### config.mk
export PLATFORM = sky130hd
export DESIGN_NAME = tvp_ctrl
export DESIGN_NICKNAME = d
export VERILOG_FILES = /design/src/rtl/tvp_pkg.sv /design/src/rtl/tvp_ctrl.sv
export SDC_FILE = /design/constraint.sdc
export NUM_CORES = 1
export LEC_CHECK = 0
export ABC_AREA = 1
export BUFFER_PORTS_ARGS = -buffer_cell sky130_fd_sc_hd__buf_2
export CORE_MARGIN = 8
export CORE_UTILIZATION = 61
export CTS_BUF_LIST = sky130_fd_sc_hd__clkbuf_8
export DETAILED_ROUTE_END_ITERATION = 16
export PLACE_DENSITY = 0.86
export REMOVE_ABC_BUFFERS = 1
export SETUP_SLACK_MARGIN = 0.2
export SLEW_MARGIN = 30
export SYNTH_ARGS = -nofsm -noshare
export SYNTH_HDL_FRONTEND = slang
export SYNTH_SLANG_ARGS = --single-unit
### constraint.sdc
create_clock -name clk -period 3.41 [get_ports clk]
set_input_delay 0.5115 -clock clk [delete_from_list [all_inputs] [get_ports clk]]
set_output_delay 0.5115 -clock clk [all_outputs]
set_load 0.03 [all_outputs]
### src/rtl/tvp_pkg.sv
// Shared types and constants for the trapezoid velocity profiler.
// Holds profile and phase codes, controller states and the controller/datapath link.
// Depends on nothing.
package tvp_pkg;

    // Default widths of the length and step-count values.
    localparam int LENGTH_BITS_DEF = 40;
    localparam int STEP_BITS_DEF   = 20;

    // Fixed widths of the feed, the acceleration register and the codes.
    localparam int FEED_W   = 32;
    localparam int ACCEL_W  = 32;
    localparam int MUL_B_W  = 33;
    localparam int PROD_W   = 64;
    localparam int ADDR_W   = 3;
    localparam int DATA_W   = 32;

    // Register map: the index is paddr[ADDR_W-1].
    localparam logic                ACCEL_INDEX = 1'b0;
    localparam logic [ACCEL_W-1:0]  ACCEL_RESET = 32'd65536;

    // Request kinds.
    localparam logic ACTION_PLAN = 1'b0;

    typedef enum logic [2:0] {
        KIND_NONE  = 3'd0,
        KIND_ONE   = 3'd1,
        KIND_CONST = 3'd2,
        KIND_TRI   = 3'd3,
        KIND_TRAP  = 3'd4
    } kind_t;

    typedef enum logic [2:0] {
        PH_IDLE  = 3'd0,
        PH_ACCEL = 3'd1,
        PH_CONST = 3'd2,
        PH_PEAK  = 3'd3,
        PH_DECEL = 3'd4,
        PH_END   = 3'd5
    } phase_t;

    // Datapath operations issued by the controller, one per cycle.
    typedef enum logic [4:0] {
        OP_NOP,
        OP_LOAD,
        OP_ONE,
        OP_CONST,
        OP_DIV_LF,
        OP_DIV_FA,
        OP_DIV_RF,
        OP_TAKE_N,
        OP_TAKE_CRUISE,
        OP_MUL_XA,
        OP_MUL_TX1,
        OP_MUL_CF,
        OP_MUL_AK1,
        OP_MUL_AD,
        OP_SUB_EXTRA,
        OP_EXTRA_LEN,
        OP_TRI_INIT,
        OP_TRI_MID,
        OP_TRI_STEP,
        OP_TRI_K,
        OP_TRI_ADJ,
        OP_TRI_PEAK,
        OP_TRAP_INIT,
        OP_FINISH,
        OP_TICK_MUL,
        OP_TICK_APPLY
    } dp_op_t;

    typedef enum logic [4:0] {
        S_IDLE,
        S_CHOOSE,
        S_DIV_LF,
        S_DIV_WAIT_CR,
        S_TAKE_CR,
        S_MUL_CF,
        S_SUB_EXTRA,
        S_WAIT_FA,
        S_TAKE_N,
        S_FULL_XA,
        S_FULL_TX,
        S_CLASSIFY,
        S_TRI_TEST,
        S_TRI_XA,
        S_TRI_TX,
        S_TRI_STEP,
        S_K_XA,
        S_K_TX,
        S_K_EXTRA,
        S_K_MUL1,
        S_K_ADJ,
        S_K_MULD,
        S_K_PEAK,
        S_TRAP_XA,
        S_TRAP_TX,
        S_TRAP_REST,
        S_DIV_RF,
        S_FINISH,
        S_TICK_MUL,
        S_TICK_APPLY,
        S_DONE
    } ctrl_state_t;

    typedef struct packed {
        dp_op_t op;
        logic   load_out;
    } dp_cmd_t;

    typedef struct packed {
        logic len_le_a;
        logic a_ge_feed;
        logic feed_zero;
        logic len_le_prod;
        logic lo_lt_hi;
        logic div_busy;
    } dp_status_t;

endpackage

### src/rtl/tvp_ctrl.sv
// Controller of the profiler: sequences planning and ticks over the datapath.
// Depends on tvp_pkg for the state, operation and status types.
module tvp_ctrl (
    input  logic                clk,
    input  logic                rst_n,
    input  logic                in_valid,
    output logic                in_ready,
    input  logic                action,
    output logic                out_valid,
    input  logic                out_ready,
    input  tvp_pkg::dp_status_t st,
    output tvp_pkg::dp_cmd_t    cmd
);

    tvp_pkg::ctrl_state_t state_reg, state_next;
    logic                 out_valid_reg, out_valid_next;
    logic                 accept;

    assign in_ready = state_reg == tvp_pkg::S_IDLE;
    assign accept   = in_valid && in_ready;

    // Next-state logic.
    always_comb
    begin
        state_next = state_reg;
        case (state_reg)
            tvp_pkg::S_IDLE:
            begin
                if (accept)
                begin
                    state_next = (action == tvp_pkg::ACTION_PLAN) ? tvp_pkg::S_CHOOSE
                                                                  : tvp_pkg::S_TICK_MUL;
                end
            end
            tvp_pkg::S_CHOOSE:
            begin
                if (st.len_le_a)
                begin
                    state_next = tvp_pkg::S_FINISH;
                end
                else if (st.a_ge_feed)
                begin
                    state_next = st.feed_zero ? tvp_pkg::S_FINISH : tvp_pkg::S_DIV_LF;
                end
                else
                begin
                    state_next = tvp_pkg::S_WAIT_FA;
                end
            end
            tvp_pkg::S_DIV_LF:      state_next = tvp_pkg::S_DIV_WAIT_CR;
            tvp_pkg::S_DIV_WAIT_CR:
            begin
                if (!st.div_busy)
                begin
                    state_next = tvp_pkg::S_TAKE_CR;
                end
            end
            tvp_pkg::S_TAKE_CR:     state_next = tvp_pkg::S_MUL_CF;
            tvp_pkg::S_MUL_CF:      state_next = tvp_pkg::S_SUB_EXTRA;
            tvp_pkg::S_SUB_EXTRA:   state_next = tvp_pkg::S_FINISH;
            tvp_pkg::S_WAIT_FA:
            begin
                if (!st.div_busy)
                begin
                    state_next = tvp_pkg::S_TAKE_N;
                end
            end
            tvp_pkg::S_TAKE_N:      state_next = tvp_pkg::S_FULL_XA;
            tvp_pkg::S_FULL_XA:     state_next = tvp_pkg::S_FULL_TX;
            tvp_pkg::S_FULL_TX:     state_next = tvp_pkg::S_CLASSIFY;
            tvp_pkg::S_CLASSIFY:
            begin
                state_next = st.len_le_prod ? tvp_pkg::S_TRI_TEST : tvp_pkg::S_TRAP_XA;
            end
            tvp_pkg::S_TRI_TEST:
            begin
                state_next = st.lo_lt_hi ? tvp_pkg::S_TRI_XA : tvp_pkg::S_K_XA;
            end
            tvp_pkg::S_TRI_XA:      state_next = tvp_pkg::S_TRI_TX;
            tvp_pkg::S_TRI_TX:      state_next = tvp_pkg::S_TRI_STEP;
            tvp_pkg::S_TRI_STEP:    state_next = tvp_pkg::S_TRI_TEST;
            tvp_pkg::S_K_XA:        state_next = tvp_pkg::S_K_TX;
            tvp_pkg::S_K_TX:        state_next = tvp_pkg::S_K_EXTRA;
            tvp_pkg::S_K_EXTRA:     state_next = tvp_pkg::S_K_MUL1;
            tvp_pkg::S_K_MUL1:      state_next = tvp_pkg::S_K_ADJ;
            tvp_pkg::S_K_ADJ:       state_next = tvp_pkg::S_K_MULD;
            tvp_pkg::S_K_MULD:      state_next = tvp_pkg::S_K_PEAK;
            tvp_pkg::S_K_PEAK:      state_next = tvp_pkg::S_FINISH;
            tvp_pkg::S_TRAP_XA:     state_next = tvp_pkg::S_TRAP_TX;
            tvp_pkg::S_TRAP_TX:     state_next = tvp_pkg::S_TRAP_REST;
            tvp_pkg::S_TRAP_REST:   state_next = tvp_pkg::S_DIV_RF;
            tvp_pkg::S_DIV_RF:      state_next = tvp_pkg::S_DIV_WAIT_CR;
            tvp_pkg::S_FINISH:      state_next = tvp_pkg::S_DONE;
            tvp_pkg::S_TICK_MUL:    state_next = tvp_pkg::S_TICK_APPLY;
            tvp_pkg::S_TICK_APPLY:  state_next = tvp_pkg::S_DONE;
            tvp_pkg::S_DONE:
            begin
                if (!out_valid_reg || out_ready)
                begin
                    state_next = tvp_pkg::S_IDLE;
                end
            end
            default:                state_next = tvp_pkg::S_IDLE;
        endcase
    end

    // Output logic: one datapath operation per state.
    always_comb
    begin
        cmd.op       = tvp_pkg::OP_NOP;
        cmd.load_out = 1'b0;
        case (state_reg)
            tvp_pkg::S_IDLE:
            begin
                if (accept && (action == tvp_pkg::ACTION_PLAN))
                begin
                    cmd.op = tvp_pkg::OP_LOAD;
                end
            end
            tvp_pkg::S_CHOOSE:
            begin
                if (st.len_le_a)
                begin
                    cmd.op = tvp_pkg::OP_ONE;
                end
                else if (st.a_ge_feed)
                begin
                    cmd.op = tvp_pkg::OP_CONST;
                end
                else
                begin
                    cmd.op = tvp_pkg::OP_DIV_FA;
                end
            end
            tvp_pkg::S_DIV_LF:      cmd.op = tvp_pkg::OP_DIV_LF;
            tvp_pkg::S_TAKE_CR:     cmd.op = tvp_pkg::OP_TAKE_CRUISE;
            tvp_pkg::S_MUL_CF:      cmd.op = tvp_pkg::OP_MUL_CF;
            tvp_pkg::S_SUB_EXTRA:   cmd.op = tvp_pkg::OP_SUB_EXTRA;
            tvp_pkg::S_TAKE_N:      cmd.op = tvp_pkg::OP_TAKE_N;
            tvp_pkg::S_FULL_XA:     cmd.op = tvp_pkg::OP_MUL_XA;
            tvp_pkg::S_FULL_TX:     cmd.op = tvp_pkg::OP_MUL_TX1;
            tvp_pkg::S_CLASSIFY:
            begin
                cmd.op = st.len_le_prod ? tvp_pkg::OP_TRI_INIT : tvp_pkg::OP_TRAP_INIT;
            end
            tvp_pkg::S_TRI_TEST:
            begin
                cmd.op = st.lo_lt_hi ? tvp_pkg::OP_TRI_MID : tvp_pkg::OP_TRI_K;
            end
            tvp_pkg::S_TRI_XA:      cmd.op = tvp_pkg::OP_MUL_XA;
            tvp_pkg::S_TRI_TX:      cmd.op = tvp_pkg::OP_MUL_TX1;
            tvp_pkg::S_TRI_STEP:    cmd.op = tvp_pkg::OP_TRI_STEP;
            tvp_pkg::S_K_XA:        cmd.op = tvp_pkg::OP_MUL_XA;
            tvp_pkg::S_K_TX:        cmd.op = tvp_pkg::OP_MUL_TX1;
            tvp_pkg::S_K_EXTRA:     cmd.op = tvp_pkg::OP_EXTRA_LEN;
            tvp_pkg::S_K_MUL1:      cmd.op = tvp_pkg::OP_MUL_AK1;
            tvp_pkg::S_K_ADJ:       cmd.op = tvp_pkg::OP_TRI_ADJ;
            tvp_pkg::S_K_MULD:      cmd.op = tvp_pkg::OP_MUL_AD;
            tvp_pkg::S_K_PEAK:      cmd.op = tvp_pkg::OP_TRI_PEAK;
            tvp_pkg::S_TRAP_XA:     cmd.op = tvp_pkg::OP_MUL_XA;
            tvp_pkg::S_TRAP_TX:     cmd.op = tvp_pkg::OP_MUL_TX1;
            tvp_pkg::S_TRAP_REST:   cmd.op = tvp_pkg::OP_EXTRA_LEN;
            tvp_pkg::S_DIV_RF:      cmd.op = tvp_pkg::OP_DIV_RF;
            tvp_pkg::S_FINISH:      cmd.op = tvp_pkg::OP_FINISH;
            tvp_pkg::S_TICK_MUL:    cmd.op = tvp_pkg::OP_TICK_MUL;
            tvp_pkg::S_TICK_APPLY:  cmd.op = tvp_pkg::OP_TICK_APPLY;
            tvp_pkg::S_DONE:
            begin
                cmd.load_out = !out_valid_reg || out_ready;
            end
            default:                cmd.op = tvp_pkg::OP_NOP;
        endcase
    end

    // The result stays valid until it is taken.
    assign out_valid_next = cmd.load_out || (out_valid_reg && !out_ready);

    always_ff @(posedge clk or negedge rst_n)
    begin
        if (!rst_n)
        begin
            state_reg     <= tvp_pkg::S_IDLE;
            out_valid_reg <= 1'b0;
        end
        else
        begin
            state_reg     <= state_next;
            out_valid_reg <= out_valid_next;
        end
    end

    assign out_valid = out_valid_reg;

    // A result is never loaded over one that is still waiting.
    assert property (@(posedge clk) disable iff (!rst_n)
        cmd.load_out |-> (!out_valid_reg || out_ready))
        else $error("result overwritten before it was taken");

    // Every result handed out comes back to idle in the next cycle.
    assert property (@(posedge clk) disable iff (!rst_n)
        cmd.load_out |=> (state_reg == tvp_pkg::S_IDLE) && out_valid_reg)
        else $error("result hand-off did not complete");

endmodule
==> results of run 1 <==
-- worst paths after layout --
kind	cells past startpoint	startpoint	end	slack (ns)
max	6	state_reg[4]	cmd[4]	0.76
max in group asynchronous	1	rst_n	state_reg[3]	3.17
max reg2reg	9	state_reg[4]	state_reg[0]	1.47
min reg2reg	2	out_valid	out_valid	0.57
min	1	rst_n	state_reg[0]	0.09
min in group clk	4	out_ready	out_valid	0.56
-- through the flow --
| step | setup slack [ns] | total power, mW | hold WS [ns] |
|---|---|---|---|
| 2_1_floorplan | 0.777 | 0.907 | 0.216 |
| 3_3_place_gp | 1.17 | 1.13 | 0.337 |
| 3_5_place_dp | 1.07 | 1.14 | 0.342 |
| 4_1_cts | 0.824 | 1.26 | 0.0913 |
| 5_1_grt | 0.645 | 1.37 | 0.0983 |
| 6_report | 0.758 | 1.28 | 0.0876 |
-- per-layer routing --
layer / track usage, % / routed length (um)
met4: 8.05 / 141
met5: 0 / 0
met3: 6.64 / 493
met1: 25.0 / 1210
met2: 30.7 / 1470
-- logic make-up after synthesis --
group / Yosys count
AND/OR/NAND/NOR: 145
flip-flops: 6
AO/OA/AOI/OAI: 8
buffers and inverters: 26
-- cells in the final DEF (no fill, tap or decap), types with 4 or more instances in the layout --
master   Yosys  routed
nor2_4       4       4
dfrtp_1      6       6
nand3_2      5       5
nand3_1     25      25
nor3_1       5       5
nand4_1      9       9
nand2_1     59      59
inv_2        9       9
nor2_1      25      25
inv_1       13      13
buf_2        2      18
-- layout make-up --
cell class	count	area share, %
inverters	22	7.19
repair buffers	18	7.84
flip-flops and latches	6	13.1
multi-input cells	153	66.6
well taps	16	1.74
clock buffers	3	3.59
-- cell usage after synthesis (all sizes together) --
cell type	number
dfrtp	6
buf	4
nand4	9
nor3	7
a31oi	1
nor2	32
inv	22
o211ai	2
o21ai	1
nor3b	1
or2	1
a21oi	3
nand3b	2
nand2	62
and3	1
nand3	30
o2111ai	1
-- where the power goes --
group | switching, mW | leakage (nW) | internal [mW]
Combinational | 0.685 | 0.630 | 0.289
Sequential | 0.0872 | 0.0753 | 0.107
Clock | 0.0388 | 0.0216 | 0.0765
==> results.md, run 1 <==
* Die width at 56.9 um
* Xor-xnor portion of the synthesized cell area at 0%
* Synth area leaders: nand2_1 (22%), dfrtp_1 (15%), nand3_1 (12%), nor2_1 (9.2%), nand4_1 (5.5%)
* Hold Violations, Final at 0
* Syn. warnings at 0
* Cell variety after synth at 24
* Routed vias/inst at 6.44
* Post-synthesis average cell area at 5.53 sq um
* Fmax at 377 MHz
* Simple-gate share of the synthesized area at 69.9%
* CTS Buffer Depth at 2
* Resize count post-CTS at 0
* Initial DRC Count at 127
* RSZ-0062 raised after global routing: no
* Clock latency on the worst-skew pair at 0.24 ns
* VDD IR max at 0.739 mV
* N_diodes at 0
* Largest family of logic cells by synthesized area: simple AND/OR/NAND/NOR gates
* Mapped Area at 0.00102 sq mm
* CTS tree: built
* Clock-pin slew on the worst setup and hold paths at 0.04 ns
* Slew margin rel. at 62.3%
* Worst path top cell family by delay: simple AND/OR/NAND/NOR gates
* Global-route wire length before repair at 5440 um
* Setup crit end kind: primary output
* # rows at 14
* IO Pins at 19
* 1st-pass router iterations at 5
* Worst path max stage delay at 0.69 ns
* PD cells at 1120 mW/mm^2
* Final Core Density at 74.5%
* Area of the die at 0.00324 sq mm
* Layout Skew at 0.0108 ns
* Design Area, Final at 0.00115 sq mm
* Max cap viols at 0
* Post-synth top area share at 21.7%
* Buffers plus inverters on the worst setup path at 2
* Area added between synthesis and finish at 12.4%
* Adder-cell area share of the yosys netlist at 0%
* Routed Antenna Nets at 0
* Syn Inst Count at 185
* Vias in the first global route at 1208
* Initial antenna violation count at 0
* Final setup violation count at 0
* Final WL at 3320 um
* Fillers at 146
* Initial core utilization at 66.3%
* Critical path class: register to primary output
* Multi-input logic area at 764 sq um
* Core ar. at 0.00154 sq mm
* Largest net degree at the start of global routing at 18
* Status: completed
* Cells after DPL at 215
* Setup Buffers After CTS at 0
* Period utilisation layout at 77.8%
* Placement-stage cell area at 0.00111 sq mm
* Share of layout cells above drive strength 1 at 24.3%
* Hold buffer count at cts at 0
* Synth Area in Compound Gates at 4.90%
* Max FFs per register at 5
* DRC at 0
* Sequential-to-total area share from yosys stat at 14.7%
* Worst-Margin Slew at 0.566 ns
* Min-delay worst type: primary input to async pin
* Grt total ovfl at 0
* DR vias at 1405
* Final std cells w/o fill at 218
* Seq cells post-synth at 6
* Leak Pwr at 0.727 nW
* Crit Path Max Fanout at 17
* Gpl congestion at 1.05
* Worst EP arrival at 2.14 ns
* Clk sinks at 6
* CP Launch Type: register
* WL per Instance at 15.2 um
* H-tree lvl count at 1
* HPWL Detailed at 2610 um
* Total track usage at 20.0%
* CTS root buffer: clkbuf_8
* Final #Nets at 215
* Post-synthesis mux area share at 0%
* Die height at 56.9 um
* Crit path time final at 2.65 ns
* WP data required at 2.90 ns
* Register area at 150 sq um
* Critical path, cell by cell: inv_2, nor2_1, nand2_1, and3_1, nand4_1, buf_2
* CP max stage cell: dfrtp_1
* Port bufs at 18
* Fin Setup TNS at 0 ns
* Total CTS buffers at 3
* Post-synth top area cell: nand2_1
* Slew Limit Fails at 0
Power figures use the tool's default switching activity.
==> inputs of run 2 (changes only) <==
--- a/config.mk
+++ b/config.mk
@@ -8,10 +8,10 @@
 export ABC_AREA = 1
 export BUFFER_PORTS_ARGS = -buffer_cell sky130_fd_sc_hd__buf_2
 export CORE_MARGIN = 8
-export CORE_UTILIZATION = 61
+export CORE_UTILIZATION = 52
 export CTS_BUF_LIST = sky130_fd_sc_hd__clkbuf_8
 export DETAILED_ROUTE_END_ITERATION = 16
-export PLACE_DENSITY = 0.86
+export PLACE_DENSITY = 0.78
 export REMOVE_ABC_BUFFERS = 1
 export SETUP_SLACK_MARGIN = 0.2
 export SLEW_MARGIN = 30
==> constraint.sdc (replaced) <==
create_clock -name clk -period 2.2 [get_ports clk]
set_input_delay 0.33 -clock clk [delete_from_list [all_inputs] [get_ports clk]]
set_output_delay 0.33 -clock clk [all_outputs]
set_load 0.03 [all_outputs]
==> run 2 against run 1 <==
  * Total power increased by 120%
  * Flip-flop and latch count is the same
  * Clock power is 43% higher
  * Non-clock buffer count grew 19
  * Utilization grew 6.0 points
  * Cell count rose by 14%
  * Register-to-register slack lost 0.94 ns
  * Clock skew fell by 0.0058 ns
  * Largest cell class unchanged
  * Highest routed layer unchanged
==> results.md, run 2 (synthesis gave the netlist of run 1 again) <==
* Max FFs per register at 5 (unchanged)
* 1st-pass router iterations at 5 (unchanged)
* Min-delay src: st[0]
* Fmax at 469 MHz
* Power Internal at 1.15 mW (+140%)
* FF-to-FF path depth at 9 (unchanged)
* WP data required at 1.87 ns (-1.03 ns)
* Switching Fraction at 58.6% (-4.5 points)
* Die width at 60.3 um (+6.0%)
* Period utilisation layout at 96.8%
* CP max stage cell: dfrtp_2
* Initial core utilization at 53.7% (-13 points)
* Largest net degree at the start of global routing at 15 (-3)
* Power after layout at 2.78 mW (+120%)
* Switching power at 1.63 mW (+100%)
* Placement-stage worst setup slack at 0.190 ns (-0.880 ns)
* Slew Limit Fails at 0 (unchanged)
* # rows at 16 (+2)
* Grt total ovfl at 0 (unchanged)
* Seq pwr share at 10.7% (-4.4 points)
* DR vias at 1599 (+14%)
* Final WL at 4780 um (+44%)
* Vias in the first global route at 1307 (+8.2%)
* CTS Buffer Depth at 2 (unchanged)
* Status: completed
* Worst path max stage delay at 0.46 ns (-0.23 ns)
* WHS Path Cells at 3
* Initial DRC Count at 164 (+29%)
* Hold slack at 0.393 ns (+0.305 ns)
* Total CTS buffers at 3 (unchanged)
* Total track usage at 20.9% (+0.90 points)
* Worst EP arrival at 1.80 ns (-0.34 ns)
* Fin Setup TNS at 0 ns (unchanged)
* Buffers plus inverters on the worst setup path at 4 (+2)
* RSZ-0062 raised after global routing: yes
* Layout Skew at 0.00499 ns (-0.00583 ns)
* Area added between synthesis and finish at 49.8%
* Share of layout cells above drive strength 1 at 41.9% (+18 points)
* Levels on crit path at 10 (+4)
* Clk sinks at 6 (unchanged)
* CTS tree: built
* Most common cell after layout, fill and taps aside: nand2_1
* Worst-Margin Slew at 0.355 ns (-0.210 ns)
* Clock power share at 5.9% (-3.1 points)
* DRC at 0 (unchanged)
* Max cap viols at 0 (unchanged)
* Final #Nets at 235 (+9.3%)
* Port bufs at 18 (unchanged)
* Setup crit end kind: primary output
* Leak Pwr at 0.850 nW (+17%)
* Most frequent cells in the layout: nand2_1 (57), nor2_1 (21), buf_4 (15)
* Hold Violations, Final at 0 (unchanged)
* Setup ws final at 0.0698 ns (-0.688 ns)
* Final setup violation count at 0 (unchanged)
* Core ar. at 0.00190 sq mm (+23%)
* Clock latency on the worst-skew pair at 0.22 ns (-0.02 ns)
* VDD IR max at 1.55 mV (+110%)
* IO Pins at 19 (unchanged)
* WL per Instance at 19.2 um (+26%)
* Min-delay worst type: primary input to register
* N_diodes at 0 (unchanged)
* CP Launch Type: register
* Clock-pin slew on the worst setup and hold paths at 0.04 ns (about the same)
* Crit. Startpoint: state_reg[0]
* Area of the die at 0.00364 sq mm (+12%)
* Routed vias/inst at 6.42 (-0.36%)
* H-tree lvl count at 1 (unchanged)
* Crit Path Max Fanout at 8 (-9)
* Crit path time final at 2.13 ns
* Initial antenna violation count at 0 (unchanged)
* Critical path class: register to primary output
* Critical path, cell by cell: inv_2, nor2_4, buf_12, nand3_4, inv_2, nand2_1, nand4_1, nor2_1, nand3b_1, buf_6
* CTS root buffer: clkbuf_8
* Worst path top cell family by delay: simple AND/OR/NAND/NOR gates
* Comb power frac at 83.4% (+7.5 points)
* PD cells at 1820 mW/mm^2 (+62%)
* Routed Antenna Nets at 0 (unchanged)
* Final Core Density at 80.5% (+6.0 points)
* Slew margin rel. at 76.2% (+14 points)
* Worst reg2reg startpoint: state_reg[2]
* Gpl congestion at 1.03 (-1.8%)
* CP most frequent cell: inv_2
* Global-route wire length before repair at 5950 um (+9.2%)
* HPWL Detailed at 2640 um (+1.3%)
* Die height at 60.3 um (+6.0%)
run 2: changes by cell type in the layout (fill, tap and decap cells not counted), moves of 4 or more:
cell     change
nand3_4      +5
nand3_1     -11
buf_4       +15
buf_6        +5
nand3_2      +6
dfrtp_1      -4
nor2_1       -4
nor2_4       +5
buf_2        -4
dfrtp_2      +4
run 2: timing repair:
action                                  in CTS  in global routing
endpoints found under the hold margin        6                  0
resized for setup                           21                 28
setup buffers                                1                 13
hold buffers                                 1                  0
gates cloned                                 1                  0
pin swaps                                    5                  9
endpoints found under the setup margin       5                  5
run 2: path summary, 6_finish.rpt:
check | endpoint | slack [ns]
max | cmd[2] | 0.07
min | state_reg[0] | 0.39
max reg2reg | state_reg[0] | 0.53
min reg2reg | out_valid | 0.54
max in group asynchronous | state_reg[3] | 1.58
min in group asynchronous | state_reg[1] | 0.46
run 2: per-stage QoR:
stage,instance area (sq um),std cells
after detailed placement,1150,230
after CTS,1290,236
after global routing,1530,249
final,1530,249
after floorplan,997,181
after global placement,1150,230
run 2: area by class of cell:
class	count	area (sq um)
tap	27	33.8
multi-input combinational	154	925
timing repair buffer	37	289
clock buffer	3	41.3
sequential	6	155
inverter	22	87.6
fill	122	370
run 2: metal layers:
metal / global-route usage, % / share of wire, % / up-vias
met5: 0 / 0 / -
met4: 7.82 / 8.2 / 0
met3: 5.72 / 15 / 52
met2: 32.3 / 43 / 179
met1: 26.8 / 34 / 680
li1: - / - / 688
run 2: worst register-to-register path: stages (launching register included):
cell     delay (ns)
dfrtp_2        0.48
buf_4          0.17
nor2_4         0.23
nand3_2        0.19
nand3_4        0.15
buf_4          0.11
nor2_1         0.04
nand3_1        0.10
nand2_1        0.06
nand2_1        0.06
run 2: power groups by stage:
stage / clock network [mW] / registers (mW) / logic (mW)
after global placement: 0 / 0.260 / 1.59
after CTS: 0.163 / 0.288 / 1.75
after global routing: 0.169 / 0.300 / 2.42
after detailed placement: 0 / 0.266 / 1.58
final: 0.165 / 0.298 / 2.32
after floorplan: 0 / 0.283 / 1.12
