===== config.mk =====
export PLATFORM = sky130hd
export DESIGN_NAME = tvp_datapath
export DESIGN_NICKNAME = d
export VERILOG_FILES = /design/src/rtl/tvp_pkg.sv /design/src/rtl/tvp_div.sv /design/src/rtl/tvp_datapath.sv
export SDC_FILE = /design/constraint.sdc
export NUM_CORES = 2
export LEC_CHECK = 0
export BUFFER_PORTS_ARGS = -buffer_cell sky130_fd_sc_hd__buf_2
export CAP_MARGIN = 0
export CORE_MARGIN = 1.5
export CORE_UTILIZATION = 50
export CTS_CLUSTER_DIAMETER = 80
export DETAILED_ROUTE_END_ITERATION = 8
export MAX_ROUTING_LAYER = met4
export PLACE_DENSITY = 0.68
export SETUP_SLACK_MARGIN = 0.5
export SYNTH_ARGS = -nofsm -noshare
export SYNTH_HDL_FRONTEND = slang
export SYNTH_SLANG_ARGS = --single-unit
export TNS_END_PERCENT = 20

===== constraint.sdc =====
create_clock -name clk -period 9.65 [get_ports clk]
set_clock_uncertainty 0.1 [all_clocks]
set_input_delay 0.965 -clock clk [delete_from_list [all_inputs] [get_ports clk]]
set_output_delay 0.965 -clock clk [all_outputs]
set_load 0.05 [all_outputs]

===== src/rtl/tvp_pkg.sv =====
// Shared types and constants for the trapezoid velocity profiler.
// Holds profile and phase codes, controller states and the controller/datapath link.
// Depends on nothing.
package tvp_pkg;

    // Default widths of the length and step-count values.
    localparam int LENGTH_BITS_DEF = 40;
    localparam int STEP_BITS_DEF   = 20;

    // Fixed widths of the feed, the acceleration register and the codes.
    localparam int FEED_W   = 32;
    localparam int ACCEL_W  = 32;
    localparam int MUL_B_W  = 33;
    localparam int PROD_W   = 64;
    localparam int ADDR_W   = 3;
    localparam int DATA_W   = 32;

    // Register map: the index is paddr[ADDR_W-1].
    localparam logic                ACCEL_INDEX = 1'b0;
    localparam logic [ACCEL_W-1:0]  ACCEL_RESET = 32'd65536;

    // Request kinds.
    localparam logic ACTION_PLAN = 1'b0;

    typedef enum logic [2:0] {
        KIND_NONE  = 3'd0,
        KIND_ONE   = 3'd1,
        KIND_CONST = 3'd2,
        KIND_TRI   = 3'd3,
        KIND_TRAP  = 3'd4
    } kind_t;

    typedef enum logic [2:0] {
        PH_IDLE  = 3'd0,
        PH_ACCEL = 3'd1,
        PH_CONST = 3'd2,
        PH_PEAK  = 3'd3,
        PH_DECEL = 3'd4,
        PH_END   = 3'd5
    } phase_t;

    // Datapath operations issued by the controller, one per cycle.
    typedef enum logic [4:0] {
        OP_NOP,
        OP_LOAD,
        OP_ONE,
        OP_CONST,
        OP_DIV_LF,
        OP_DIV_FA,
        OP_DIV_RF,
        OP_TAKE_N,
        OP_TAKE_CRUISE,
        OP_MUL_XA,
        OP_MUL_TX1,
        OP_MUL_CF,
        OP_MUL_AK1,
        OP_MUL_AD,
        OP_SUB_EXTRA,
        OP_EXTRA_LEN,
        OP_TRI_INIT,
        OP_TRI_MID,
        OP_TRI_STEP,
        OP_TRI_K,
        OP_TRI_ADJ,
        OP_TRI_PEAK,
        OP_TRAP_INIT,
        OP_FINISH,
        OP_TICK_MUL,
        OP_TICK_APPLY
    } dp_op_t;

    typedef enum logic [4:0] {
        S_IDLE,
        S_CHOOSE,
        S_DIV_LF,
        S_DIV_WAIT_CR,
        S_TAKE_CR,
        S_MUL_CF,
        S_SUB_EXTRA,
        S_WAIT_FA,
        S_TAKE_N,
        S_FULL_XA,
        S_FULL_TX,
        S_CLASSIFY,
        S_TRI_TEST,
        S_TRI_XA,
        S_TRI_TX,
        S_TRI_STEP,
        S_K_XA,
        S_K_TX,
        S_K_EXTRA,
        S_K_MUL1,
        S_K_ADJ,
        S_K_MULD,
        S_K_PEAK,
        S_TRAP_XA,
        S_TRAP_TX,
        S_TRAP_REST,
        S_DIV_RF,
        S_FINISH,
        S_TICK_MUL,
        S_TICK_APPLY,
        S_DONE
    } ctrl_state_t;

    typedef struct packed {
        dp_op_t op;
        logic   load_out;
    } dp_cmd_t;

    typedef struct packed {
        logic len_le_a;
        logic a_ge_feed;
        logic feed_zero;
        logic len_le_prod;
        logic lo_lt_hi;
        logic div_busy;
    } dp_status_t;

endpackage


===== src/rtl/tvp_div.sv =====
// Restoring divider, one quotient bit per cycle, for the profiler datapath.
// Depends on tvp_pkg for the divisor width.
module tvp_div #(
    parameter int DIV_W = 40
) (
    input  logic                      clk,
    input  logic                      rst_n,
    input  logic                      start,
    input  logic [DIV_W-1:0]          dividend,
    input  logic [tvp_pkg::FEED_W-1:0] divisor,
    output logic                      busy,
    output logic [DIV_W-1:0]          quotient
);

    localparam int CNT_W = $clog2(DIV_W + 1);
    localparam int REM_W = tvp_pkg::FEED_W + 1;

    logic [CNT_W-1:0]              cnt_reg, cnt_next;
    logic [DIV_W-1:0]              quo_reg, quo_next;
    logic [REM_W-1:0]              rem_reg, rem_next;
    logic [tvp_pkg::FEED_W-1:0]    dsr_reg, dsr_next;
    logic [REM_W-1:0]              rem_shift;
    logic                          fits;

    // One shift-and-subtract step per cycle while the count runs.
    always_comb
    begin
        rem_shift = {rem_reg[REM_W-2:0], quo_reg[DIV_W-1]};
        fits      = rem_shift >= {1'b0, dsr_reg};
        cnt_next  = cnt_reg;
        quo_next  = quo_reg;
        rem_next  = rem_reg;
        dsr_next  = dsr_reg;
        if (start)
        begin
            cnt_next = CNT_W'(DIV_W);
            quo_next = dividend;
            rem_next = '0;
            dsr_next = divisor;
        end
        else if (cnt_reg != '0)
        begin
            cnt_next = cnt_reg - 1'b1;
            rem_next = fits ? (rem_shift - {1'b0, dsr_reg}) : rem_shift;
            quo_next = {quo_reg[DIV_W-2:0], fits};
        end
    end

    always_ff @(posedge clk or negedge rst_n)
    begin
        if (!rst_n)
        begin
            cnt_reg <= '0;
        end
        else
        begin
            cnt_reg <= cnt_next;
        end
    end

    always_ff @(posedge clk)
    begin
        quo_reg <= quo_next;
        rem_reg <= rem_next;
        dsr_reg <= dsr_next;
    end

    assign busy     = cnt_reg != '0;
    assign quotient = quo_reg;

endmodule


===== src/rtl/tvp_datapath.sv =====
// Datapath of the profiler: profile state, shared multiplier, divider and output register.
// Depends on tvp_pkg and tvp_div; driven by operations from tvp_ctrl.
module tvp_datapath #(
    parameter int LENGTH_BITS = tvp_pkg::LENGTH_BITS_DEF,
    parameter int STEP_BITS   = tvp_pkg::STEP_BITS_DEF
) (
    input  logic                        clk,
    input  logic                        rst_n,
    input  tvp_pkg::dp_cmd_t            cmd,
    output tvp_pkg::dp_status_t         st,
    input  logic [tvp_pkg::ACCEL_W-1:0] accel,
    input  logic [LENGTH_BITS-1:0]      block_length,
    input  logic [tvp_pkg::FEED_W-1:0]  feed_per_cycle,
    output logic [LENGTH_BITS-1:0]      displacement,
    output logic [2:0]                  profile_kind,
    output logic [2:0]                  phase,
    output logic                        finished
);

    localparam int DIV_W = (LENGTH_BITS > tvp_pkg::FEED_W) ? LENGTH_BITS : tvp_pkg::FEED_W;
    localparam int FW    = tvp_pkg::FEED_W;
    localparam int PW    = tvp_pkg::PROD_W;
    localparam int BW    = tvp_pkg::MUL_B_W;
    localparam logic [PW-1:0] LEN_MAX64  = {PW{1'b1}} >> (PW - LENGTH_BITS);
    localparam logic [PW-1:0] STEP_MAX64 = {PW{1'b1}} >> (PW - STEP_BITS);
    localparam logic [STEP_BITS-1:0] STEP_MAX = '1;

    function automatic logic [STEP_BITS-1:0] clamp_step(input logic [PW-1:0] v);
        logic [STEP_BITS-1:0] r;
        r = (v > STEP_MAX64) ? STEP_MAX : v[STEP_BITS-1:0];
        return r;
    endfunction

    function automatic logic [LENGTH_BITS-1:0] clamp_len(input logic [PW-1:0] v);
        logic [LENGTH_BITS-1:0] r;
        r = (v > LEN_MAX64) ? LEN_MAX64[LENGTH_BITS-1:0] : v[LENGTH_BITS-1:0];
        return r;
    endfunction

    function automatic logic [STEP_BITS-1:0] sat_inc(input logic [STEP_BITS-1:0] c);
        logic [STEP_BITS-1:0] r;
        r = (c == STEP_MAX) ? c : c + 1'b1;
        return r;
    endfunction

    // Profile state.
    logic [LENGTH_BITS-1:0] len_reg, len_next;
    logic [FW-1:0]          feed_reg, feed_next;
    logic [FW-1:0]          lo_reg, lo_next;
    logic [FW-1:0]          hi_reg, hi_next;
    logic [FW-1:0]          x_reg, x_next;
    logic [PW-1:0]          prod_reg, prod_next;
    logic [LENGTH_BITS-1:0] extra_reg, extra_next;
    logic [LENGTH_BITS-1:0] peak_reg, peak_next;
    logic [LENGTH_BITS-1:0] disp_reg, disp_next;
    logic [STEP_BITS-1:0]   accel_steps_reg, accel_steps_next;
    logic [STEP_BITS-1:0]   decel_steps_reg, decel_steps_next;
    logic [STEP_BITS-1:0]   cruise_steps_reg, cruise_steps_next;
    logic [STEP_BITS-1:0]   accel_cnt_reg, accel_cnt_next;
    logic [STEP_BITS-1:0]   decel_cnt_reg, decel_cnt_next;
    logic [STEP_BITS-1:0]   feed_cnt_reg, feed_cnt_next;
    tvp_pkg::kind_t         kind_reg, kind_next;
    tvp_pkg::phase_t        phase_reg, phase_next;
    logic                   pending_reg, pending_next;
    logic                   done_reg, done_next;

    // Output register.
    logic [LENGTH_BITS-1:0] out_disp_reg;
    logic [2:0]             out_kind_reg;
    logic [2:0]             out_phase_reg;
    logic                   out_done_reg;

    // Shared arithmetic.
    logic [FW-1:0]          a_eff;
    logic [FW-1:0]          mul_a;
    logic [BW-1:0]          mul_b;
    logic [FW+BW-1:0]       mul_full;
    logic [STEP_BITS-1:0]   left_steps;
    logic [STEP_BITS-1:0]   accel_inc;
    logic [BW-1:0]          span;
    logic [FW-1:0]          mid;
    logic [PW-1:0]          len64;
    logic [PW-1:0]          extra64;
    logic [PW-1:0]          tick_d;
    logic [STEP_BITS-1:0]   step_tmp;

    // Divider hookup.
    logic                   div_start;
    logic [DIV_W-1:0]       div_dividend;
    logic [FW-1:0]          div_divisor;
    logic                   div_busy;
    logic [DIV_W-1:0]       div_quot;

    tvp_div #(
        .DIV_W (DIV_W)
    ) u_div (
        .clk      (clk),
        .rst_n    (rst_n),
        .start    (div_start),
        .dividend (div_dividend),
        .divisor  (div_divisor),
        .busy     (div_busy),
        .quotient (div_quot)
    );

    // A zero acceleration register behaves as one.
    assign a_eff      = (accel == '0) ? FW'(1) : accel;
    assign len64      = PW'(len_reg);
    assign extra64    = PW'(extra_reg);
    assign accel_inc  = sat_inc(accel_cnt_reg);
    assign left_steps = (decel_steps_reg > decel_cnt_reg) ? (decel_steps_reg - decel_cnt_reg) : '0;
    assign span       = {1'b0, hi_reg} - {1'b0, lo_reg} + BW'(1);
    assign mid        = lo_reg + span[BW-1:1];

    // Multiplier operand selection.
    always_comb
    begin
        mul_a = a_eff;
        mul_b = '0;
        case (cmd.op)
            tvp_pkg::OP_MUL_XA:
            begin
                mul_a = x_reg;
                mul_b = BW'(a_eff);
            end
            tvp_pkg::OP_MUL_TX1:
            begin
                mul_a = prod_reg[FW-1:0];
                mul_b = BW'(x_reg) + BW'(1);
            end
            tvp_pkg::OP_MUL_CF:
            begin
                mul_a = feed_reg;
                mul_b = BW'(cruise_steps_reg);
            end
            tvp_pkg::OP_MUL_AK1:
            begin
                mul_b = BW'(decel_steps_reg) + BW'(1);
            end
            tvp_pkg::OP_MUL_AD:
            begin
                mul_b = BW'(decel_steps_reg);
            end
            tvp_pkg::OP_TICK_MUL:
            begin
                mul_b = (phase_reg == tvp_pkg::PH_ACCEL) ? BW'(accel_inc) : BW'(left_steps);
            end
            default:
            begin
                mul_b = '0;
            end
        endcase
    end

    assign mul_full = {{BW{1'b0}}, mul_a} * {{FW{1'b0}}, mul_b};

    // Divider operand selection.
    always_comb
    begin
        div_start    = 1'b0;
        div_dividend = DIV_W'(len_reg);
        div_divisor  = feed_reg;
        case (cmd.op)
            tvp_pkg::OP_DIV_LF:
            begin
                div_start = 1'b1;
            end
            tvp_pkg::OP_DIV_FA:
            begin
                div_start    = 1'b1;
                div_dividend = DIV_W'(feed_reg);
                div_divisor  = a_eff;
            end
            tvp_pkg::OP_DIV_RF:
            begin
                div_start    = 1'b1;
                div_dividend = DIV_W'(extra_reg);
            end
            default:
            begin
                div_start = 1'b0;
            end
        endcase
    end

    // Next-state logic of the profile state for each operation.
    always_comb
    begin
        len_next          = len_reg;
        feed_next         = feed_reg;
        lo_next           = lo_reg;
        hi_next           = hi_reg;
        x_next            = x_reg;
        prod_next         = prod_reg;
        extra_next        = extra_reg;
        peak_next         = peak_reg;
        disp_next         = disp_reg;
        accel_steps_next  = accel_steps_reg;
        decel_steps_next  = decel_steps_reg;
        cruise_steps_next = cruise_steps_reg;
        accel_cnt_next    = accel_cnt_reg;
        decel_cnt_next    = decel_cnt_reg;
        feed_cnt_next     = feed_cnt_reg;
        kind_next         = kind_reg;
        phase_next        = phase_reg;
        pending_next      = pending_reg;
        done_next         = done_reg;
        tick_d            = '0;
        step_tmp          = '0;
        case (cmd.op)
            tvp_pkg::OP_LOAD:
            begin
                len_next          = block_length;
                feed_next         = feed_per_cycle;
                extra_next        = '0;
                peak_next         = '0;
                disp_next         = '0;
                accel_steps_next  = '0;
                decel_steps_next  = '0;
                cruise_steps_next = '0;
                accel_cnt_next    = '0;
                decel_cnt_next    = '0;
                feed_cnt_next     = '0;
                kind_next         = tvp_pkg::KIND_NONE;
                phase_next        = tvp_pkg::PH_IDLE;
                pending_next      = 1'b0;
                done_next         = 1'b0;
            end
            tvp_pkg::OP_ONE:
            begin
                kind_next  = tvp_pkg::KIND_ONE;
                peak_next  = len_reg;
                phase_next = tvp_pkg::PH_IDLE;
            end
            tvp_pkg::OP_CONST:
            begin
                kind_next  = tvp_pkg::KIND_CONST;
                phase_next = tvp_pkg::PH_CONST;
                extra_next = len_reg;
            end
            tvp_pkg::OP_TAKE_N:
            begin
                lo_next = '0;
                hi_next = div_quot[FW-1:0];
                x_next  = div_quot[FW-1:0];
            end
            tvp_pkg::OP_TAKE_CRUISE:
            begin
                cruise_steps_next = clamp_step(PW'(div_quot));
            end
            tvp_pkg::OP_MUL_XA, tvp_pkg::OP_MUL_TX1, tvp_pkg::OP_MUL_CF,
            tvp_pkg::OP_MUL_AK1, tvp_pkg::OP_MUL_AD, tvp_pkg::OP_TICK_MUL:
            begin
                prod_next = mul_full[PW-1:0];
            end
            tvp_pkg::OP_SUB_EXTRA:
            begin
                extra_next = extra_reg - prod_reg[LENGTH_BITS-1:0];
            end
            tvp_pkg::OP_EXTRA_LEN:
            begin
                extra_next = len_reg - prod_reg[LENGTH_BITS-1:0];
            end
            tvp_pkg::OP_TRI_INIT:
            begin
                kind_next  = tvp_pkg::KIND_TRI;
                phase_next = tvp_pkg::PH_ACCEL;
            end
            tvp_pkg::OP_TRI_MID:
            begin
                x_next = mid;
            end
            tvp_pkg::OP_TRI_STEP:
            begin
                // Keep the largest count whose ramp stays short of the length.
                if (prod_reg < len64)
                begin
                    lo_next = x_reg;
                end
                else
                begin
                    hi_next = x_reg - 1'b1;
                end
            end
            tvp_pkg::OP_TRI_K:
            begin
                step_tmp         = clamp_step(PW'(lo_reg));
                accel_steps_next = step_tmp;
                decel_steps_next = step_tmp;
                x_next           = FW'(step_tmp);
            end
            tvp_pkg::OP_TRI_ADJ:
            begin
                if (extra64 >= prod_reg)
                begin
                    accel_steps_next = clamp_step(PW'(decel_steps_reg) + PW'(1));
                    extra_next       = extra_reg - prod_reg[LENGTH_BITS-1:0];
                end
            end
            tvp_pkg::OP_TRI_PEAK:
            begin
                if (extra64 >= prod_reg)
                begin
                    peak_next  = extra_reg;
                    extra_next = '0;
                end
            end
            tvp_pkg::OP_TRAP_INIT:
            begin
                kind_next        = tvp_pkg::KIND_TRAP;
                phase_next       = tvp_pkg::PH_ACCEL;
                step_tmp         = clamp_step(PW'(hi_reg));
                accel_steps_next = step_tmp;
                decel_steps_next = step_tmp;
                x_next           = FW'(step_tmp);
            end
            tvp_pkg::OP_FINISH:
            begin
                pending_next = extra_reg != '0;
            end
            tvp_pkg::OP_TICK_APPLY:
            begin
                // One interpolation tick: walk the phases.
                case (kind_reg)
                    tvp_pkg::KIND_NONE:
                    begin
                        tick_d = '0;
                    end
                    tvp_pkg::KIND_ONE:
                    begin
                        if (phase_reg != tvp_pkg::PH_END)
                        begin
                            tick_d     = PW'(peak_reg);
                            phase_next = tvp_pkg::PH_END;
                        end
                        done_next = 1'b1;
                    end
                    default:
                    begin
                        case (phase_reg)
                            tvp_pkg::PH_ACCEL:
                            begin
                                accel_cnt_next = accel_inc;
                                tick_d         = prod_reg;
                                if (accel_inc >= accel_steps_reg)
                                begin
                                    if (peak_reg != '0)
                                    begin
                                        phase_next = tvp_pkg::PH_PEAK;
                                    end
                                    else if (cruise_steps_reg == '0)
                                    begin
                                        phase_next = tvp_pkg::PH_DECEL;
                                    end
                                    else
                                    begin
                                        phase_next = tvp_pkg::PH_CONST;
                                    end
                                end
                            end
                            tvp_pkg::PH_CONST:
                            begin
                                step_tmp      = sat_inc(feed_cnt_reg);
                                feed_cnt_next = step_tmp;
                                tick_d        = PW'(feed_reg);
                                if (step_tmp >= cruise_steps_reg)
                                begin
                                    phase_next = tvp_pkg::PH_DECEL;
                                end
                            end
                            tvp_pkg::PH_PEAK:
                            begin
                                tick_d     = PW'(peak_reg);
                                phase_next = tvp_pkg::PH_DECEL;
                            end
                            tvp_pkg::PH_DECEL:
                            begin
                                // The remainder goes in once it is larger than the ramp step.
                                if (pending_reg && (extra64 > prod_reg))
                                begin
                                    tick_d       = extra64;
                                    pending_next = 1'b0;
                                end
                                else
                                begin
                                    tick_d         = prod_reg;
                                    step_tmp       = sat_inc(decel_cnt_reg);
                                    decel_cnt_next = step_tmp;
                                    if (step_tmp >= decel_steps_reg)
                                    begin
                                        phase_next = tvp_pkg::PH_END;
                                    end
                                end
                            end
                            tvp_pkg::PH_END:
                            begin
                                tick_d    = '0;
                                done_next = 1'b1;
                            end
                            default:
                            begin
                                tick_d = '0;
                            end
                        endcase
                    end
                endcase
                disp_next = clamp_len(tick_d);
            end
            default:
            begin
                tick_d = '0;
            end
        endcase
    end

    // Control-like state is cleared at reset.
    always_ff @(posedge clk or negedge rst_n)
    begin
        if (!rst_n)
        begin
            kind_reg         <= tvp_pkg::KIND_NONE;
            phase_reg        <= tvp_pkg::PH_IDLE;
            pending_reg      <= 1'b0;
            done_reg         <= 1'b0;
            accel_cnt_reg    <= '0;
            decel_cnt_reg    <= '0;
            feed_cnt_reg     <= '0;
            accel_steps_reg  <= '0;
            decel_steps_reg  <= '0;
            cruise_steps_reg <= '0;
            peak_reg         <= '0;
            extra_reg        <= '0;
            feed_reg         <= '0;
        end
        else
        begin
            kind_reg         <= kind_next;
            phase_reg        <= phase_next;
            pending_reg      <= pending_next;
            done_reg         <= done_next;
            accel_cnt_reg    <= accel_cnt_next;
            decel_cnt_reg    <= decel_cnt_next;
            feed_cnt_reg     <= feed_cnt_next;
            accel_steps_reg  <= accel_steps_next;
            decel_steps_reg  <= decel_steps_next;
            cruise_steps_reg <= cruise_steps_next;
            peak_reg         <= peak_next;
            extra_reg        <= extra_next;
            feed_reg         <= feed_next;
        end
    end

    // Working registers of the planning sequence.
    always_ff @(posedge clk)
    begin
        len_reg  <= len_next;
        lo_reg   <= lo_next;
        hi_reg   <= hi_next;
        x_reg    <= x_next;
        prod_reg <= prod_next;
        disp_reg <= disp_next;
    end

    // Result register, loaded when the controller hands a result out.
    always_ff @(posedge clk)
    begin
        if (cmd.load_out)
        begin
            out_disp_reg  <= disp_reg;
            out_kind_reg  <= kind_reg;
            out_phase_reg <= phase_reg;
            out_done_reg  <= done_reg;
        end
    end

    assign displacement = out_disp_reg;
    assign profile_kind = out_kind_reg;
    assign phase        = out_phase_reg;
    assign finished     = out_done_reg;

    // Status toward the controller.
    assign st.len_le_a    = len64 <= PW'(a_eff);
    assign st.a_ge_feed   = a_eff >= feed_reg;
    assign st.feed_zero   = feed_reg == '0;
    assign st.len_le_prod = len64 <= prod_reg;
    assign st.lo_lt_hi    = lo_reg < hi_reg;
    assign st.div_busy    = div_busy;

    // A new division never starts on top of a running one.
    assert property (@(posedge clk) disable iff (!rst_n) div_start |-> !div_busy)
        else $error("divider restarted while busy");

    // A one-step profile only ever sits in idle or end.
    assert property (@(posedge clk) disable iff (!rst_n)
        kind_reg == tvp_pkg::KIND_ONE |->
            (phase_reg == tvp_pkg::PH_IDLE || phase_reg == tvp_pkg::PH_END))
        else $error("one-step profile in a ramp phase");

endmodule


==> out/results.tsv <==
metric	value	unit
Final nets	11775	
global-route wire length before repair	520	mm
most frequent cells in the layout	inv_1, nand2_1, buf_4	
Max stage delay on crit path	0.65	ns
# DRC	2	
initial antenna violation count	16	
final setup margin	-0.768	ns
Synth Net Count	10836	
Routed WL	365	mm
die area	0.162	mm^2
Post-Syn Area	0.0796	mm^2
starting density of the core	50.3	%
RePlAce Congestion	1.14	
Final min period	10.42	ns
most common cell after layout, fill and taps aside	inv_1	
CTS tree	done	
outcome	complete, but fails checks	
power consumption	18400	uW
Starting DRT DRC Count	8820	
H-tree levels	3	
remaining antenna violation count after routing	0	
clock tree buffer depth	3	
Syn. warnings	0	
Pwr per Cell Area	190	mW/mm^2
final number of hold-violating endpoints	0	
Relative slew margins	19.8	%
async set-reset flop share out of synthesis	38.6	%
Worst-Skew Late Latency	0.72	ns
most used cell, CP	fa_1	
Chip Width	402	um
Clock Tree Root	clkbuf_16	
Yosys cell types	90	
failing checks	DRC, setup timing	
CP max-delay cell	fa_2	
Max Freq	0.0960	GHz
LEAKAGE	0.0458	uW
Worst setup EP type	flip-flop	
Top Family by Delay on Critical Path	adder cells	
max reg flops	64	
Sum Neg Setup Slack	-13.52	ns
GRT overflow	0	
prevailing post-synth register cell	edfxtp_1	
Vias	74886	
HP Class	primary input to asynchronous set/reset pin	
top cells by area, synth	fa_1, edfxtp_1, ha_1	
Core ar.	0.158	mm^2
chip height	402	um
Maximum Capacitance Violations	0	
largest area contributor in the netlist	fa_1	
CTS Hold Bufs	0	
Area growth, synth to finish	21.2	%
fin crit share	108	%
Max Slew Vio Count	0	
WP buf/inv	7	
Critical Path AT	10.87	ns
number of enable flip-flop cells after synthesis	359	
CP Launch Type	flip-flop	
clk slew on worst S/H paths	0.07	ns
Yosys top cell area share	23.4	%
DR vias/cell	6.14	
slew at the pin closest to its max-slew limit	1.19	ns
DR pass1 iterations	9	
buffers added on ports	164	
I/O pin count	165	
sequential share of the synthesized area	22.1	%
vias in the first global route	74693	
Avg Cell Area, Syn	8.74	um^2
critical path peak fanout	7	
CP required	10.10	ns
Rows	146	
maximum VDD drop	0.245	mV
All-Layer GR Usage	46.2	%
Setup-failing EPs final	36	
fraction of layout cells with a size suffix above 1	19.5	%
Num CTS Buffers	72	
Avg WL per Cell	29.9	um
clk sinks	637	
Seq cells post-synth	637	
Cells after Synth	9108	
layout filler cell count	13685	
CP Class	flip-flop to flip-flop	
RSZ-0062 raised after global routing	yes	
largest net degree at the start of global routing	97	
HPWL after detailed placement	299	mm
[per-layer routing]
| layer | GRT usage, % | up-vias | wire length (um) |
|---|---|---|---|
| li1 | - | 32102 | - |
| met1 | 56.2 | 37034 | 135000 |
| met2 | 66.9 | 4547 | 156000 |
| met3 | 9.59 | 1203 | 37200 |
| met4 | 36.2 | 0 | 36700 |
| met5 | - | - | 0 |
[cells in the mapped netlist, drive strengths merged (88+ instances only)]
cell,number
inv,1380
nand2,1092
fa,931
nor2,902
ha,685
o21ai,468
a21oi,456
clkbuf,449
edfxtp,359
dfrtp,246
xnor2,209
a21o,189
a22oi,115
nand3,107
xor2,100
nor4,89
nand4,88
o22ai,88
[report_power, final]
group / total, uW / internal, uW / switching, uW
Clock: 2910 / 1610 / 1300
Combinational: 11200 / 4770 / 6460
Sequential: 4210 / 3520 / 692
[per-stage QoR]
stage / util [%] / cell area, um^2 / hold slack, ns / std cells / setup WS (ns)
floorplan: - / 80500 / 0.300 / 9108 / -0.0702
global placement: 58.2 / 92000 / 0.307 / 11976 / -1.16
detailed placement: 58.2 / 92000 / 0.306 / 11976 / -1.23
CTS: 60.7 / 96000 / 0.168 / 12171 / -0.554
global route: 61.0 / 96500 / 0.204 / 12193 / -1.03
finish: 61.0 / 96500 / 0.172 / 12199 / -0.768
[worst paths after layout]
| check | slack, ns | cells past startpoint | to | from |
|---|---|---|---|---|
| max in group asynchronous | 7.02 | 3 | u_div.cnt_reg[1]$_DFFE_PN0P_ | rst_n |
| min | 0.17 | 1 | extra_reg[38]$_DFFE_PN0P_ | rst_n |
| min reg2reg | 0.32 | 0 | displacement[0]$_DFFE_PP_ | disp_reg[0]$_SDFFCE_PN0P_ |
| max | -0.77 | 38 | prod_reg[60]$_DFFE_PP_ | decel_cnt_reg[0]$_DFFE_PN0P_ |
| max reg2reg | -0.77 | 38 | prod_reg[60]$_DFFE_PP_ | decel_cnt_reg[0]$_DFFE_PN0P_ |
| min in group clk | 0.32 | 0 | displacement[0]$_DFFE_PP_ | disp_reg[0]$_SDFFCE_PN0P_ |
[cells by family after synthesis]
kind of cell,Yosys count,synth area share (%)
AO/OA/AOI/OAI,1816,14.6
XOR/XNOR,309,3.40
adder cells (fa/ha/maj),1616,34.2
buffers and inverters,1878,8.92
flip-flops,637,22.1
multiplexers,129,1.69
AND/OR/NAND/NOR,2723,15.1
[timing repair]
action                                  4_1_cts  5_1_grt
endpoints found under the setup margin       47       50
gates cloned                                  3        1
pin swaps                                   143      107
resized for setup                           248       97
endpoints found under the hold margin         0        0
setup buffers                                58        7
[final cells by class]
| cell class | count | area, um^2 | share of cell area [%] |
|---|---|---|---|
| Antenna cell | 20 | 50.0 | 0.0519 |
| Clock buffer | 94 | 1980 | 2.05 |
| Clock inverter | 40 | 459 | 0.476 |
| Inverter | 1380 | 5190 | 5.38 |
| Multi-Input combinational cell | 6593 | 57000 | 59.1 |
| Sequential cell | 637 | 17600 | 18.2 |
| Tap cell | 2072 | 2590 | 2.69 |
| Timing Repair Buffer | 1363 | 11600 | 12.0 |
Note: power is estimated with default switching activity, not from simulation.
